**src/design/crc_pkg.sv**
```systemverilog
// ----------------------------------------------------------------------------
// Changeover relay controller package
// Shared types and constants for the front end, the request queue and the
// result sequencer.
// ----------------------------------------------------------------------------
`timescale 1ns / 1ps

package crc_pkg;

  localparam int unsigned NumHist   = 6;
  localparam int unsigned NumSeg    = 6;
  localparam int unsigned SegCntW   = 3;
  localparam int unsigned InDataW   = 16;
  localparam int unsigned OutDataW  = 16;
  localparam int unsigned CfgW      = 16;

  localparam logic [CfgW-1:0] PulseLengthReset = 16'd25;

  localparam int unsigned HistAuto = 0;
  localparam int unsigned HistMan  = 1;
  localparam int unsigned HistG1   = 2;
  localparam int unsigned HistG2   = 3;
  localparam int unsigned HistRem  = 4;
  localparam int unsigned HistAir  = 5;

  localparam logic [3:0] RelayAuto = 4'b0001;
  localparam logic [3:0] RelayMan  = 4'b0010;
  localparam logic [3:0] RelayG1   = 4'b0100;
  localparam logic [3:0] RelayG2   = 4'b1000;
  localparam logic [3:0] RelayIdle = 4'b1111;

  typedef struct packed {
    logic remote;
    logic fault_one;
    logic fault_two;
    logic on_air;
    logic mode;
    logic generator;
  } led_t;

  typedef struct packed {
    logic [NumSeg-1:0][3:0] seg;
    logic [SegCntW-1:0]     count;
    led_t                   leds;
  } desc_t;

endpackage

```
**src/design/crc_front.sv**
```systemverilog
// ----------------------------------------------------------------------------
// Changeover relay controller front end
// Debounces the sampled pins, tracks remote enable and turns each request
// into a list of relay drive segments plus the LED levels.
// ----------------------------------------------------------------------------
`timescale 1ns / 1ps

module crc_front #(
  parameter int unsigned HISTORY_BITS = 8
) (
  input  logic                           clk_i,
  input  logic                           rst_ni,
  input  logic                           accept_i,
  input  logic                           action_i,
  input  logic [crc_pkg::InDataW-1:0]    pins_i,
  output crc_pkg::desc_t                 desc_o
);
  import crc_pkg::*;

  localparam logic [HISTORY_BITS-1:0] HistPress   = HISTORY_BITS'(1);
  localparam logic [HISTORY_BITS-1:0] HistRelease = {{(HISTORY_BITS-1){1'b1}}, 1'b0};

  logic [NumHist-1:0][HISTORY_BITS-1:0] hist_q, hist_d, hist_shift, hist_sel;
  logic                                 remote_q, remote_d;
  logic                                 air_on, pr_auto, pr_man, pr_g1, pr_g2;
  logic [3:0]                           align_r, gen_sel, base, cum;
  logic [SegCntW-1:0]                   cnt;

  always_comb begin
    for (int i = 0; i < NumHist; i++) begin
      hist_shift[i] = {hist_q[i][HISTORY_BITS-2:0], pins_i[i]};
    end
  end

  assign hist_sel = action_i ? hist_q : hist_shift;
  assign hist_d   = (accept_i && !action_i) ? hist_shift : hist_q;
  assign remote_d = remote_q ^ (accept_i && !action_i && (hist_shift[HistRem] == HistPress));

  always_ff @(posedge clk_i or negedge rst_ni) begin
    if (!rst_ni) begin
      hist_q   <= '0;
      remote_q <= 1'b0;
    end else begin
      hist_q   <= hist_d;
      remote_q <= remote_d;
    end
  end

  assign air_on  = |hist_sel[HistAir];
  assign align_r = air_on ? RelayG2 : RelayG1;
  assign gen_sel = (hist_shift[HistG2] == '0) ? RelayG1 : RelayG2;
  assign pr_auto = hist_shift[HistAuto] == HistPress;
  assign pr_man  = hist_shift[HistMan] == HistPress;
  assign pr_g1   = hist_shift[HistG1] == HistPress;
  assign pr_g2   = hist_shift[HistG2] == HistPress;

  always_comb begin
    desc_o.seg = {NumSeg{RelayIdle}};
    cnt        = '0;
    base       = RelayIdle;
    cum        = RelayIdle;
    if (action_i) begin
      desc_o.seg[cnt] = RelayIdle & ~align_r;
      cnt             = cnt + 1'b1;
    end else if (!remote_d) begin
      if (hist_shift[HistAir] == HistPress) begin
        desc_o.seg[cnt] = RelayIdle & ~RelayG2;
        cnt             = cnt + 1'b1;
      end else if (hist_shift[HistAir] == HistRelease) begin
        desc_o.seg[cnt] = RelayIdle & ~RelayG1;
        cnt             = cnt + 1'b1;
      end
    end else if (!pins_i[9]) begin
      if (pr_auto) begin
        cum             = cum & ~RelayAuto;
        desc_o.seg[cnt] = cum;
        cnt             = cnt + 1'b1;
      end
      if (pr_g1) begin
        cum             = cum & ~RelayG1;
        desc_o.seg[cnt] = cum;
        cnt             = cnt + 1'b1;
      end
      if (pr_g2) begin
        cum             = cum & ~RelayG2;
        desc_o.seg[cnt] = cum;
        cnt             = cnt + 1'b1;
      end
    end else begin
      if (pr_man) begin
        desc_o.seg[cnt] = RelayIdle & ~align_r;
        cnt             = cnt + 1'b1;
        desc_o.seg[cnt] = RelayIdle & ~RelayMan;
        cnt             = cnt + 1'b1;
        base            = RelayIdle & ~RelayMan;
      end
      if (pr_g1 || pr_g2) begin
        desc_o.seg[cnt] = base & ~align_r;
        cnt             = cnt + 1'b1;
        desc_o.seg[cnt] = RelayIdle & ~RelayMan;
        cnt             = cnt + 1'b1;
        desc_o.seg[cnt] = RelayIdle & ~RelayAuto;
        cnt             = cnt + 1'b1;
        desc_o.seg[cnt] = RelayIdle & ~gen_sel;
        cnt             = cnt + 1'b1;
      end
    end
    desc_o.count          = cnt;
    desc_o.leds.remote    = remote_d;
    desc_o.leds.fault_one = pins_i[6];
    desc_o.leds.fault_two = pins_i[7];
    desc_o.leds.on_air    = air_on;
    desc_o.leds.mode      = ~pins_i[9];
    desc_o.leds.generator = pins_i[8];
  end

endmodule

```
**src/design/crc_queue.sv**
```systemverilog
// ----------------------------------------------------------------------------
// Changeover relay controller request queue
// Two-entry queue of decoded requests between the front end and the
// result sequencer.
// ----------------------------------------------------------------------------
`timescale 1ns / 1ps

module crc_queue (
  input  logic           clk_i,
  input  logic           rst_ni,
  input  logic           push_i,
  input  crc_pkg::desc_t wdata_i,
  output logic           full_o,
  input  logic           pop_i,
  output logic           valid_o,
  output crc_pkg::desc_t rdata_o
);
  import crc_pkg::*;

  desc_t      mem_q [2];
  logic       wr_ptr_q, rd_ptr_q;
  logic [1:0] count_q;

  assign full_o  = count_q == 2'd2;
  assign valid_o = count_q != 2'd0;
  assign rdata_o = mem_q[rd_ptr_q];

  always_ff @(posedge clk_i) begin
    if (push_i) begin
      mem_q[wr_ptr_q] <= wdata_i;
    end
  end

  always_ff @(posedge clk_i or negedge rst_ni) begin
    if (!rst_ni) begin
      wr_ptr_q <= 1'b0;
      rd_ptr_q <= 1'b0;
      count_q  <= 2'd0;
    end else begin
      if (push_i) begin
        wr_ptr_q <= ~wr_ptr_q;
      end
      if (pop_i) begin
        rd_ptr_q <= ~rd_ptr_q;
      end
      if (push_i && !pop_i) begin
        count_q <= count_q + 2'd1;
      end else if (pop_i && !push_i) begin
        count_q <= count_q - 2'd1;
      end
    end
  end

endmodule

```
**src/design/crc_back.sv**
```systemverilog
// ----------------------------------------------------------------------------
// Changeover relay controller result sequencer
// Plays out the drive segments of one decoded request, one result per
// cycle while m_axis_tready is high, and closes it with the idle result.
// ----------------------------------------------------------------------------
`timescale 1ns / 1ps

module crc_back (
  input  logic                          clk_i,
  input  logic                          rst_ni,
  input  logic                          q_valid_i,
  input  crc_pkg::desc_t                desc_i,
  output logic                          q_pop_o,
  output logic                          m_axis_tvalid,
  input  logic                          m_axis_tready,
  output logic [crc_pkg::OutDataW-1:0]  m_axis_tdata,
  output logic                          m_axis_tlast
);
  import crc_pkg::*;

  logic [SegCntW-1:0]  idx_q, idx_d;
  logic                valid_q, valid_d, last_q, last_d, load, final_seg;
  logic [3:0]          relay_q, relay_d;
  led_t                leds_q;

  assign load      = q_valid_i && (!valid_q || m_axis_tready);
  assign final_seg = idx_q == desc_i.count;
  assign q_pop_o   = load && final_seg;
  assign relay_d   = final_seg ? RelayIdle : desc_i.seg[idx_q];
  assign last_d    = final_seg;
  assign idx_d     = !load ? idx_q : (final_seg ? '0 : idx_q + 1'b1);
  assign valid_d   = load || (valid_q && !m_axis_tready);

  always_ff @(posedge clk_i or negedge rst_ni) begin
    if (!rst_ni) begin
      idx_q   <= '0;
      valid_q <= 1'b0;
    end else begin
      idx_q   <= idx_d;
      valid_q <= valid_d;
    end
  end

  always_ff @(posedge clk_i) begin
    if (load) begin
      relay_q <= relay_d;
      last_q  <= last_d;
      leds_q  <= desc_i.leds;
    end
  end

  assign m_axis_tvalid = valid_q;
  assign m_axis_tlast  = last_q;
  assign m_axis_tdata  = {6'd0, leds_q.generator, leds_q.mode, leds_q.on_air,
                          leds_q.fault_two, leds_q.fault_one, leds_q.remote, relay_q};

endmodule

```
**src/design/changeover_relay_controller_core.sv**
```systemverilog
// ----------------------------------------------------------------------------
// Changeover relay controller core
// Debounced switch handling and relay pulse sequencing for a generator
// changeover unit.
// ----------------------------------------------------------------------------
// Each request is one timer tick with the sampled pins, or a start-up
// alignment. The front end takes a request whenever the two-entry request
// queue has room, so requests may arrive back to back. The sequencer then
// emits one result per cycle while m_axis_tready is high: each of up to six
// drive segments of the request followed by an idle result with tlast set.
// Over time the result output sets the rate. The pulse length register is
// held for the relay timing outside this core and does not change any
// result.
`timescale 1ns / 1ps

module changeover_relay_controller_core #(
  parameter int unsigned HISTORY_BITS = 8
) (
  input  logic                          clk_i,
  input  logic                          rst_ni,
  input  logic                          s_axis_tvalid,
  output logic                          s_axis_tready,
  // auto_button, manual_button, gen1_button, gen2_button, remote_button,
  // on_air_pin, fault_one_pin, fault_two_pin, generator_sense,
  // auto_mode_sense, then zero padding
  input  logic [crc_pkg::InDataW-1:0]   s_axis_tdata,
  // action
  input  logic                          s_axis_tuser,
  output logic                          m_axis_tvalid,
  input  logic                          m_axis_tready,
  // relay_levels[3:0], remote_enable_out, fault_one_led, fault_two_led,
  // on_air_led, mode_led, generator_led, then zero padding
  output logic [crc_pkg::OutDataW-1:0]  m_axis_tdata,
  output logic                          m_axis_tlast,
  input  logic                          cfg_valid_i,
  output logic                          cfg_ready_o,
  input  logic [crc_pkg::CfgW-1:0]      cfg_data_i
);
  import crc_pkg::*;

  logic            full, push, q_valid, q_pop;
  desc_t           front_desc, back_desc;
  logic [CfgW-1:0] pulse_length_q;

  assign cfg_ready_o   = 1'b1;
  assign s_axis_tready = !full;
  assign push          = s_axis_tvalid && !full;

  always_ff @(posedge clk_i or negedge rst_ni) begin
    if (!rst_ni) begin
      pulse_length_q <= PulseLengthReset;
    end else if (cfg_valid_i) begin
      pulse_length_q <= cfg_data_i;
    end
  end

  crc_front #(
    .HISTORY_BITS(HISTORY_BITS)
  ) u_front (
    .clk_i    (clk_i),
    .rst_ni   (rst_ni),
    .accept_i (push),
    .action_i (s_axis_tuser),
    .pins_i   (s_axis_tdata),
    .desc_o   (front_desc)
  );

  crc_queue u_queue (
    .clk_i   (clk_i),
    .rst_ni  (rst_ni),
    .push_i  (push),
    .wdata_i (front_desc),
    .full_o  (full),
    .pop_i   (q_pop),
    .valid_o (q_valid),
    .rdata_o (back_desc)
  );

  crc_back u_back (
    .clk_i         (clk_i),
    .rst_ni        (rst_ni),
    .q_valid_i     (q_valid),
    .desc_i        (back_desc),
    .q_pop_o       (q_pop),
    .m_axis_tvalid (m_axis_tvalid),
    .m_axis_tready (m_axis_tready),
    .m_axis_tdata  (m_axis_tdata),
    .m_axis_tlast  (m_axis_tlast)
  );

endmodule

```
**config.mk**
```make
export PLATFORM = sky130hd
export DESIGN_NAME = changeover_relay_controller_core
export DESIGN_NICKNAME = d
export VERILOG_FILES = /design/src/design/crc_pkg.sv /design/src/design/crc_front.sv /design/src/design/crc_queue.sv /design/src/design/crc_back.sv /design/src/design/changeover_relay_controller_core.sv
export SDC_FILE = /design/constraint.sdc
export NUM_CORES = 1
export LEC_CHECK = 0
export BUFFER_PORTS_ARGS = -buffer_cell sky130_fd_sc_hd__buf_4
export CELL_PAD_IN_SITES_DETAIL_PLACEMENT = 0
export CELL_PAD_IN_SITES_GLOBAL_PLACEMENT = 1
export CORE_MARGIN = 4
export CORE_UTILIZATION = 35
export CTS_BUF_LIST = sky130_fd_sc_hd__clkbuf_16
export DETAILED_ROUTE_END_ITERATION = 6
export GPL_ROUTABILITY_DRIVEN = 0
export GPL_TIMING_DRIVEN = 0
export PLACE_DENSITY = 0.61
export SLEW_MARGIN = 40
export SYNTH_ARGS = -nofsm -noshare
export SYNTH_HDL_FRONTEND = slang
export SYNTH_SLANG_ARGS = --single-unit
```
**constraint.sdc**
```tcl
create_clock -name clk_i -period 4.1 [get_ports clk_i]
set_input_delay 0.41 -clock clk_i [delete_from_list [all_inputs] [get_ports clk_i]]
set_output_delay 0.41 -clock clk_i [all_outputs]
set_load 0.02 [all_outputs]
```
# Yosys cells after proc, flatten, opt, wreduce, memory -nomap -nowiden

Memories as Yosys holds them, arrays and structs flattened.
Cells that the tools add are included.

Flip-flop bits (word level): 68
Memory bits (writable): 66
Input port bits: 38
Output and inout bits: 20
Word-level logic and storage cells: 166
Memories kept: 1

Memory list:

| name          | words | bits a word | rd ports | clocked after memory_dff | wr ports | line            | RTL |
|---|---|---|---|---|---|---|---|
| u_queue.mem_q | 2     | 33          | 1        | 0                        | 1        | crc_queue.sv:20 | `desc_t mem_q [2];` |

Add/sub/neg operators: 9
Order comparisons: 13
Equal/unequal tests: 9
Multiplexer cells: 74
Bitwise operators: 13
Reduce and logical (&&, ||, !) cells: 27

Operator list:

| cell                                                | count |
|---|---|
| 2-to-1 mux 24 bit                                   | 7 |
| bitwise mux 24 bit                                  | 4 |
| demux 4 bit (select 3 bit)                          | 6 |
| 2-to-1 mux 4 bit                                    | 18 |
| 2-to-1 mux 3 bit                                    | 22 |
| == test 8 x 1 -> 1 bit, second input constant       | 6 |
| 2-to-1 mux 48 bit                                   | 1 |
| 2-to-1 mux 20 bit                                   | 2 |
| bitwise OR 18 bit                                   | 2 |
| < comparator 3 x 4 -> 1 bit, second input constant  | 7 |
| 2-to-1 mux 8 bit                                    | 3 |
| adder 3 x 1 -> 3 bit, second input constant         | 7 |
| >= comparator 3 x 1 -> 1 bit, second input constant | 6 |
| logical AND 1 bit                                   | 14 |
| bitwise AND 6 bit                                   | 2 |
| binary-select mux 4 bit (select 3 bit)              | 1 |
| inverter 6 bit                                      | 2 |
| == test 8 bit, second input constant                | 1 |
| zero test 8 bit                                     | 1 |
| 2-to-1 mux 2 bit                                    | 4 |
| inverter 4 bit                                      | 2 |
| OR reduction 8 bit                                  | 1 |
| zero test 1 bit                                     | 6 |
| 2-to-1 mux 6 bit                                    | 1 |
| 10 further kinds                                    | 19 |

# Depth between registers and ports, before layout

Gate-level depths: netlist of the first run.

Depth in word-level cells: 22
Mapped depth: 10
Gate-level depth less buffers: 9

# By module

Synthesis of the first run repeated with hierarchy kept, for this count alone.

Cell total of the unflattened synthesis: 381
Area, all modules: 5890.6 µm²

Modules (own cells, without submodules):

| module                           | instances | cells each | area an instance (µm²) | sequential area each (µm²) |
|---|---|---|---|---|
| crc_queue                        | 1         | 119        | 2722.6                 | 2082.0 |
| crc_front                        | 1         | 197        | 2344.7                 | 1101.1 |
| crc_back                         | 1         | 61         | 802.0                  | 430.4 |
| changeover_relay_controller_core | 1         | 4          | 21.3                   | 0.0 |

# Least setup slack after synthesis of the first run

OpenSTA, ideal clock, no wires.

Kind: flip-flop to flip-flop
Start point: register u_queue.count_q[0]
End point: memory u_queue.mem_q[0][0] in the netlist's numbering, enable pin
Library setup time: 407 ps
Arrival: 1915 ps
Required time: 3693 ps
Path slack: 1779 ps
Stages on the path, launching flop included: 4
Path buffers: 0
Period minus slack after synthesis: 2321 ps
Cells stage by stage: dfrtp_1 -> nand2b_1 -> nand2_1 -> nor2_1

Cells in the longest elaborated chain, start to end: 5

RTL lines:

| element                                | line                                   | RTL |
|---|---|---|
| start, declared                        | crc_queue.sv:22                        | `logic [1:0] count_q;` |
| start signal, assigned                 | crc_queue.sv:47                        | `count_q <= count_q + 2'd1;` |
| start signal, assigned                 | crc_queue.sv:49                        | `count_q <= count_q - 2'd1;` |
| == test 2 bit                          | crc_queue.sv:24                        | `assign full_o = count_q == 2'd2;` |
| zero test 1 bit                        | --                                     |  |
| net s_axis_tready                      | changeover_relay_controller_core.sv:22 | `output logic s_axis_tready,` |
| logical AND 1 bit                      | changeover_relay_controller_core.sv:47 | `assign push = s_axis_tvalid && !full;` |
| 2-to-1 mux 1 bit                       | crc_queue.sv:29                        | `if (push_i) begin` |
| 2-to-1 mux 1 bit (not written as such) | crc_queue.sv:30                        | `mem_q[wr_ptr_q] <= wdata_i;` |
| end, declared                          | crc_queue.sv:20                        |  |

The timed path passes the listed nets, and every way through them passes these cells.

==> impl_metrics.tcl, run 1 <==
set metrics [dict create \
    cts-hold-fix-buffers 0 \
    drive_above_1_share_pct 34.5 \
    grt_pass1_vias 2814 \
    antenna_cells 0 \
    slew_viol_final 0 \
    post-route-util_pct 44.5 \
    worst_slew_pin_slew_ps 661 \
    clk_latency_ps 400 \
    critPathCaptureType "flip-flop" \
    cp_max_fo 8 \
    yosysWarnings 0 \
    die_height_um 126 \
    grtUsageTotal_pct 11.9 \
    synth.top_cells.by_count "edfxtp_1 (61), mux2_2 (54), dfrtp_1 (52), nand2_1 (18), nor2_1 (15)" \
    htree_num_levels 4 \
    synth-seq-cells 113 \
    grt_max_degree 53 \
    syn2layout_area_growth_pct 22.5 \
    core-area_um2 13500 \
    initial_utilization_pct 36.3 \
    p_per_area_nw_per_um2 744 \
    overflow 0 \
    grt_setup_unrepaired "false" \
    wire_per_inst_um 14.9 \
    ant_nets 0 \
    post_cts_buffers 0 \
    num_rows 42 \
    dr.first_iter.drc_count 166 \
    synthCells 333 \
    period_share_pct 62.9 \
    layout_min_cycle_time_ps 2580 \
    hold_viol_final 0 \
    grt_pass1_wl_um 14700 \
    wl_um 8550 \
    status "complete, no violations" \
    finClkSkew_ps 6.56 \
    ys_top_cells_by_area "edfxtp_1 (37%), dfrtp_1 (27%), mux2_2 (12%)" \
    ctsResizeCount 0 \
    seqCellArea_um2 3130 \
    die-area_um2 15900 \
    cts_tree "built" \
    slew_headroom_pct 55.9 \
    cts_num_sinks 113 \
    multi_input_area_um2 1640 \
    dp_hpwl_um 6000 \
    die_w_um 126 \
    cts-buffers-inserted 17 \
    yosysTopAreaCell "edfxtp_1" \
    drc 0 \
    synth_ff_type "edfxtp_1" \
    path_class "flip-flop to flip-flop" \
    seq_area_frac_synth_pct 64.1 \
    cp-start-kind "flip-flop" \
    critPathRequiredTime_ps 4190 \
    synth_area_um2 4890 \
    io_buffers 26 \
    clkTransAtPathRegs_ps 50 \
    cts_root_buf "clkbuf_16" \
    holdWs_ps 33.8 \
    avgSynthCellArea_um2 14.7 \
    peakVddDrop_mv 0.405 \
    antenna_found_initial 0 \
    fmax_mhz 388 \
    async_flop_share_pct 46.0 \
    yosysMostFrequentCell "edfxtp_1" \
    first_pass_iters 4 \
    hold_class "primary input to asynchronous set/reset pin" \
    cap_viol_max_count 0 \
    synth_edf_count 61 \
    tns_ps 0 \
    synth.distinct_cells 41 \
    setup_viol 0 \
    n_fill_cell 1276 \
    critPathArrivalTime_ps 2670 \
    final_nets 428 \
    yosys.area.top_type_share_pct 37.5 \
    io_pins 58 \
    clockBufferDepth 2 \
    viasPerCell 4.75 \
    num_vias 2724 \
    p_leak_nw 2.18 \
]
[report_power, final]
group	switching (W)	internal, W
Sequential	0.000226	0.00162
Combinational	0.000555	0.000530
Clock	0.000508	0.00101
Total	0.00129	0.00316
[path summary, 6_finish.rpt]
kind | start | to | slack [ps] | cells past startpoint
max | u_front.hist_q[34]$_DFFE_PN0P_ | u_queue.mem_q[0][19]$_DFFE_PP_ | 1520 | 5
min | rst_ni | u_back.idx_q[0]$_DFFE_PN0N_ | 30 | 1
max reg2reg | u_front.hist_q[34]$_DFFE_PN0P_ | u_queue.mem_q[0][19]$_DFFE_PP_ | 1520 | 5
min reg2reg | u_front.hist_q[14]$_DFFE_PN0P_ | u_front.hist_q[14]$_DFFE_PN0P_ | 500 | 1
min in group clk_i | s_axis_tdata[6] | u_queue.mem_q[1][4]$_DFFE_PP_ | 200 | 1
max in group asynchronous | rst_ni | u_front.hist_q[1]$_DFFE_PN0P_ | 3610 | 1
[critical path, cell delays in order, from the launching register on]
cell	delay (ps)
dfrtp_1	380
nor4b_1	470
nand4_1	230
xnor2_1	520
nor2b_1	420
o21ai_0	260
[metrics by stage]
step | cells | total power, W | instance area [µm²] | setup WS (ps)
5_1_grt | 573 | 0.00474 | 5990 | 1280
2_1_floorplan | 338 | 0.00262 | 4910 | 1780
6_report | 573 | 0.00445 | 5990 | 1520
3_5_place_dp | 541 | 0.00299 | 5370 | 1420
4_1_cts | 573 | 0.00453 | 5990 | 1470
3_3_place_gp | 540 | 0.00293 | 5320 | 1230
[state kept, by name (all words and copies together) (netlist names)]
register and cells:
u_queue.count_q 2, u_front.hist_q 43, u_back.m_axis_tdata 6, u_queue.mem_q 50, u_back.idx_q 3, u_queue.rd_ptr_q 1
u_back.relay_q 4, u_back.m_axis_tlast 1, u_back.m_axis_tvalid 1, u_front.remote_q 1, u_queue.wr_ptr_q 1
[routing by layer]
metal  vias up  GRT usage, %  routed length (µm)
met5         -             0                   0
met4         0          5.11                 138
met2        38          18.3                4160
met1      1340          15.5                4000
li1       1335             -                   -
met3        11          3.81                 252
[cells in the final DEF, fill, tap and decap left out, types with 5 or more instances in the layout]
| cell type | netlist | routed |
|---|---|---|
| edfxtp_1 | 61 | 61 |
| mux2_2 | 54 | 54 |
| dfrtp_1 | 52 | 52 |
| buf_4 | 7 | 33 |
| nand2_1 | 18 | 18 |
| clkbuf_16 | 0 | 17 |
| o21ai_0 | 14 | 14 |
| nor2_1 | 15 | 14 |
| inv_1 | 10 | 11 |
| mux2i_1 | 7 | 7 |
| xnor2_1 | 7 | 7 |
| conb_1 | 2 | 7 |
| buf_2 | 6 | 6 |
| nand3_1 | 6 | 6 |
| mux4_2 | 6 | 6 |
| ha_1 | 6 | 6 |
| clkbuf_1 | 5 | 5 |
| o211ai_1 | 5 | 5 |
| a21oi_1 | 6 | 5 |
[layout make-up]
| type | count | area share, % |
|---|---|---|
| inverters | 10 | 0.627 |
| clock inverters | 15 | 3.22 |
| clock buffers | 17 | 7.11 |
| well taps | 176 | 3.68 |
| repair buffers | 27 | 3.72 |
| multi-input cells | 196 | 27.4 |
| flip-flops and latches | 113 | 52.3 |
| plain buffers | 19 | 1.88 |
[cell families after synthesis]
kind of cell / share of synthesized area (%)
fa+ha+maj: 1.54
xor+xnor: 1.79
mux: 16.6
simple gates: 8.65
flops: 64.1
compound gates: 4.05
buf+inv: 3.07
other cells: 0.154
Note: power is estimated with default switching activity, not from simulation.
==> inputs of run 2 (changes only) <==
- PLACE_DENSITY: 0.61 -> 0.63
- clock period: 4.1 -> 2.2 ns (I/O delays scaled with it)
==> run 2 against run 1 <==
  * The run now ends with negative setup slack left
  * Sequential share of layout area down 2.0 points
  * Die area unchanged
  * Via count rose by 3.4%
  * Global-route usage increased by 0.21 points
  * Critical path type unchanged
  * Cell area grew 3.9%
  * Total power increased by 89%
  * Non-clock buffer count up 15
==> impl_metrics.tcl, run 2 (same netlist as run 1, synthesis figures left out) <==
set metrics [dict create \
    wl_um 8830 \
    antenna_cells 0 \
    grt_pass1_vias 2895 \
    cts_tree "built" \
    io_buffers 26 \
    cp_max_fo 4 \
    dp_hpwl_um 5840 \
    hold_viol_final 0 \
    critPathCaptureType "flip-flop" \
    hold_start "s_axis_tdata[4]" \
    num_rows 42 \
    dr.first_iter.drc_count 129 \
    critPathArrivalTime_ps 2390 \
    wire_per_inst_um 15.0 \
    r2r_start "u_front.hist_q[30]$_DFFE_PN0P_" \
    hold_class "primary input to flip-flop" \
    grtUsageTotal_pct 12.1 \
    worst_slew_pin_slew_ps 732 \
    cts_num_sinks 113 \
    die-area_um2 15900 \
    drive_above_1_share_pct 42.5 \
    clockBufferDepth 2 \
    p_leak_nw 2.29 \
    critPathRequiredTime_ps 2350 \
    hold_path_end "u_front.hist_q[32]$_DFFE_PN0P_" \
    grt_pass1_wl_um 14900 \
    final_nets 443 \
    first_pass_iters 6 \
    finClkSkew_ps 16.1 \
    r2r_slack_ps -50 \
    cap_viol_max_count 0 \
    regMostFlops "u_queue.mem_q" \
    worst_slack_ps -46.9 \
    syn2layout_area_growth_pct 27.3 \
    die_w_um 126 \
    grt_setup_unrepaired "true" \
    clkTransAtPathRegs_ps 50 \
    core-area_um2 13500 \
    largest_reg_flops 50 \
    io_pins 58 \
    slew_headroom_pct 51.1 \
    ant_nets 0 \
    cts_root_buf "clkbuf_16" \
    peakVddDrop_mv 0.587 \
    n_fill_cell 1207 \
    overflow 0 \
    cp-start-kind "flip-flop" \
    die_height_um 126 \
    slew_viol_final 0 \
    failed_checks "negative setup slack" \
    setup_viol 6 \
    min_path_cells 2 \
    htree_num_levels 4 \
    post-route-util_pct 46.2 \
    final_common_cell "edfxtp_1" \
    num_vias 2817 \
    grt_max_degree 53 \
    reg2reg_depth 5 \
    cts-buffers-inserted 17 \
    clk_latency_ps 410 \
    initial_utilization_pct 36.3 \
    fmax_mhz 445 \
    antenna_found_initial 0 \
    layout_min_cycle_time_ps 2250 \
    status "finished, violations left" \
    period_share_pct 102 \
    most-common-layout-cells "edfxtp_1 (61), mux2_2 (54), dfrtp_1 (52), buf_4 (43), clkbuf_16 (21)" \
    path_class "flip-flop to flip-flop" \
    r2r_end "u_queue.mem_q[1][21]$_DFFE_PP_" \
    viasPerCell 4.79 \
    dp.cells 540 \
    p_per_area_nw_per_um2 1350 \
    drc 0 \
    finalNonFillerCells 588 \
]
## run 2: changes by cell type in the layout (fill, tap and decap cells not counted), sizes merged
cell         change
buf             +11
dlygate4sd3      +5
clkinvlp         -2
clkbuf           +3
inv              +2
bufinv           -3
clkinv           -1
## run 2: what timing repair did
action	CTS	global route
gates resized for setup	16	24
hold buffers	5	0
endpoints found under the hold margin	59	0
buffers inserted	5	6
pin swaps	5	10
cloned	0	1
setup endpoints to repair	32	62
## run 2: routing by layer
metal / wire length (µm) / GRT usage, % / vias to the layer above
li1: - / - / 1365
met1: 4070 / 15.7 / 1385
met2: 4210 / 18.4 / 51
met3: 387 / 3.85 / 16
met4: 161 / 5.68 / 0
met5: 0 / 0 / -
## run 2: final cells by class
cell class | count | area (µm²) | share of cell area [%]
Sequential cell | 113 | 3130 | 50.4
Multi-Input combinational cell | 196 | 1760 | 28.3
Clock buffer | 21 | 526 | 8.45
Timing Repair Buffer | 43 | 343 | 5.51
Tap cell | 176 | 220 | 3.54
Buffer | 18 | 124 | 1.99
Clock inverter | 11 | 77.6 | 1.25
Inverter | 10 | 37.5 | 0.603
## run 2: critical path: stages, from the launching register on
cell      delay, ps
dfrtp_1         370
or4_4           560
nor4_4          330
buf_4           170
nand3b_1        110
or4_4           440
## run 2: report_power, final
group	total [W]	internal (W)	switching, W
sequential	0.00348	0.00302	0.000460
combinational	0.00221	0.00111	0.00110
clock	0.00271	0.00179	0.000917
total	0.00841	0.00593	0.00248
## run 2: worst max-delay path by stage
stage / startpoint / to / cells after the start
6_report: u_front.hist_q[30]$_DFFE_PN0P_ / u_queue.mem_q[1][21]$_DFFE_PP_ / 5
5_1_grt: u_front.hist_q[30]$_DFFE_PN0P_ / u_queue.mem_q[1][31]$_DFFE_PP_ / 7
4_1_cts: u_front.hist_q[21]$_DFFE_PN0P_ / u_queue.mem_q[1][21]$_DFFE_PP_ / 5
3_5_place_dp: u_front.hist_q[34]$_DFFE_PN0P_ / u_queue.mem_q[0][19]$_DFFE_PP_ / 5
3_3_place_gp: u_queue.count_q[0]$_DFFE_PN0P_ / u_queue.count_q[1]$_DFFE_PN0P_ / 7
2_1_floorplan: u_back.m_axis_tvalid$_DFF_PN0_ / u_queue.count_q[1]$_DFFE_PN0P_ / 6
## run 2: per-stage QoR
stage	setup slack (ps)	instance area (µm²)	total power [W]	hold slack (ps)	setup TNS, ps
floorplan	13.3	4910	0.00488	-75.6	0
global placement	-604	5320	0.00545	301	-6970
detailed placement	-429	5340	0.00553	312	-7360
CTS	14.5	6100	0.00839	38.1	0
global route	-141	6220	0.00892	45.5	-1550
finish	-46.9	6220	0.00841	49.3	-144
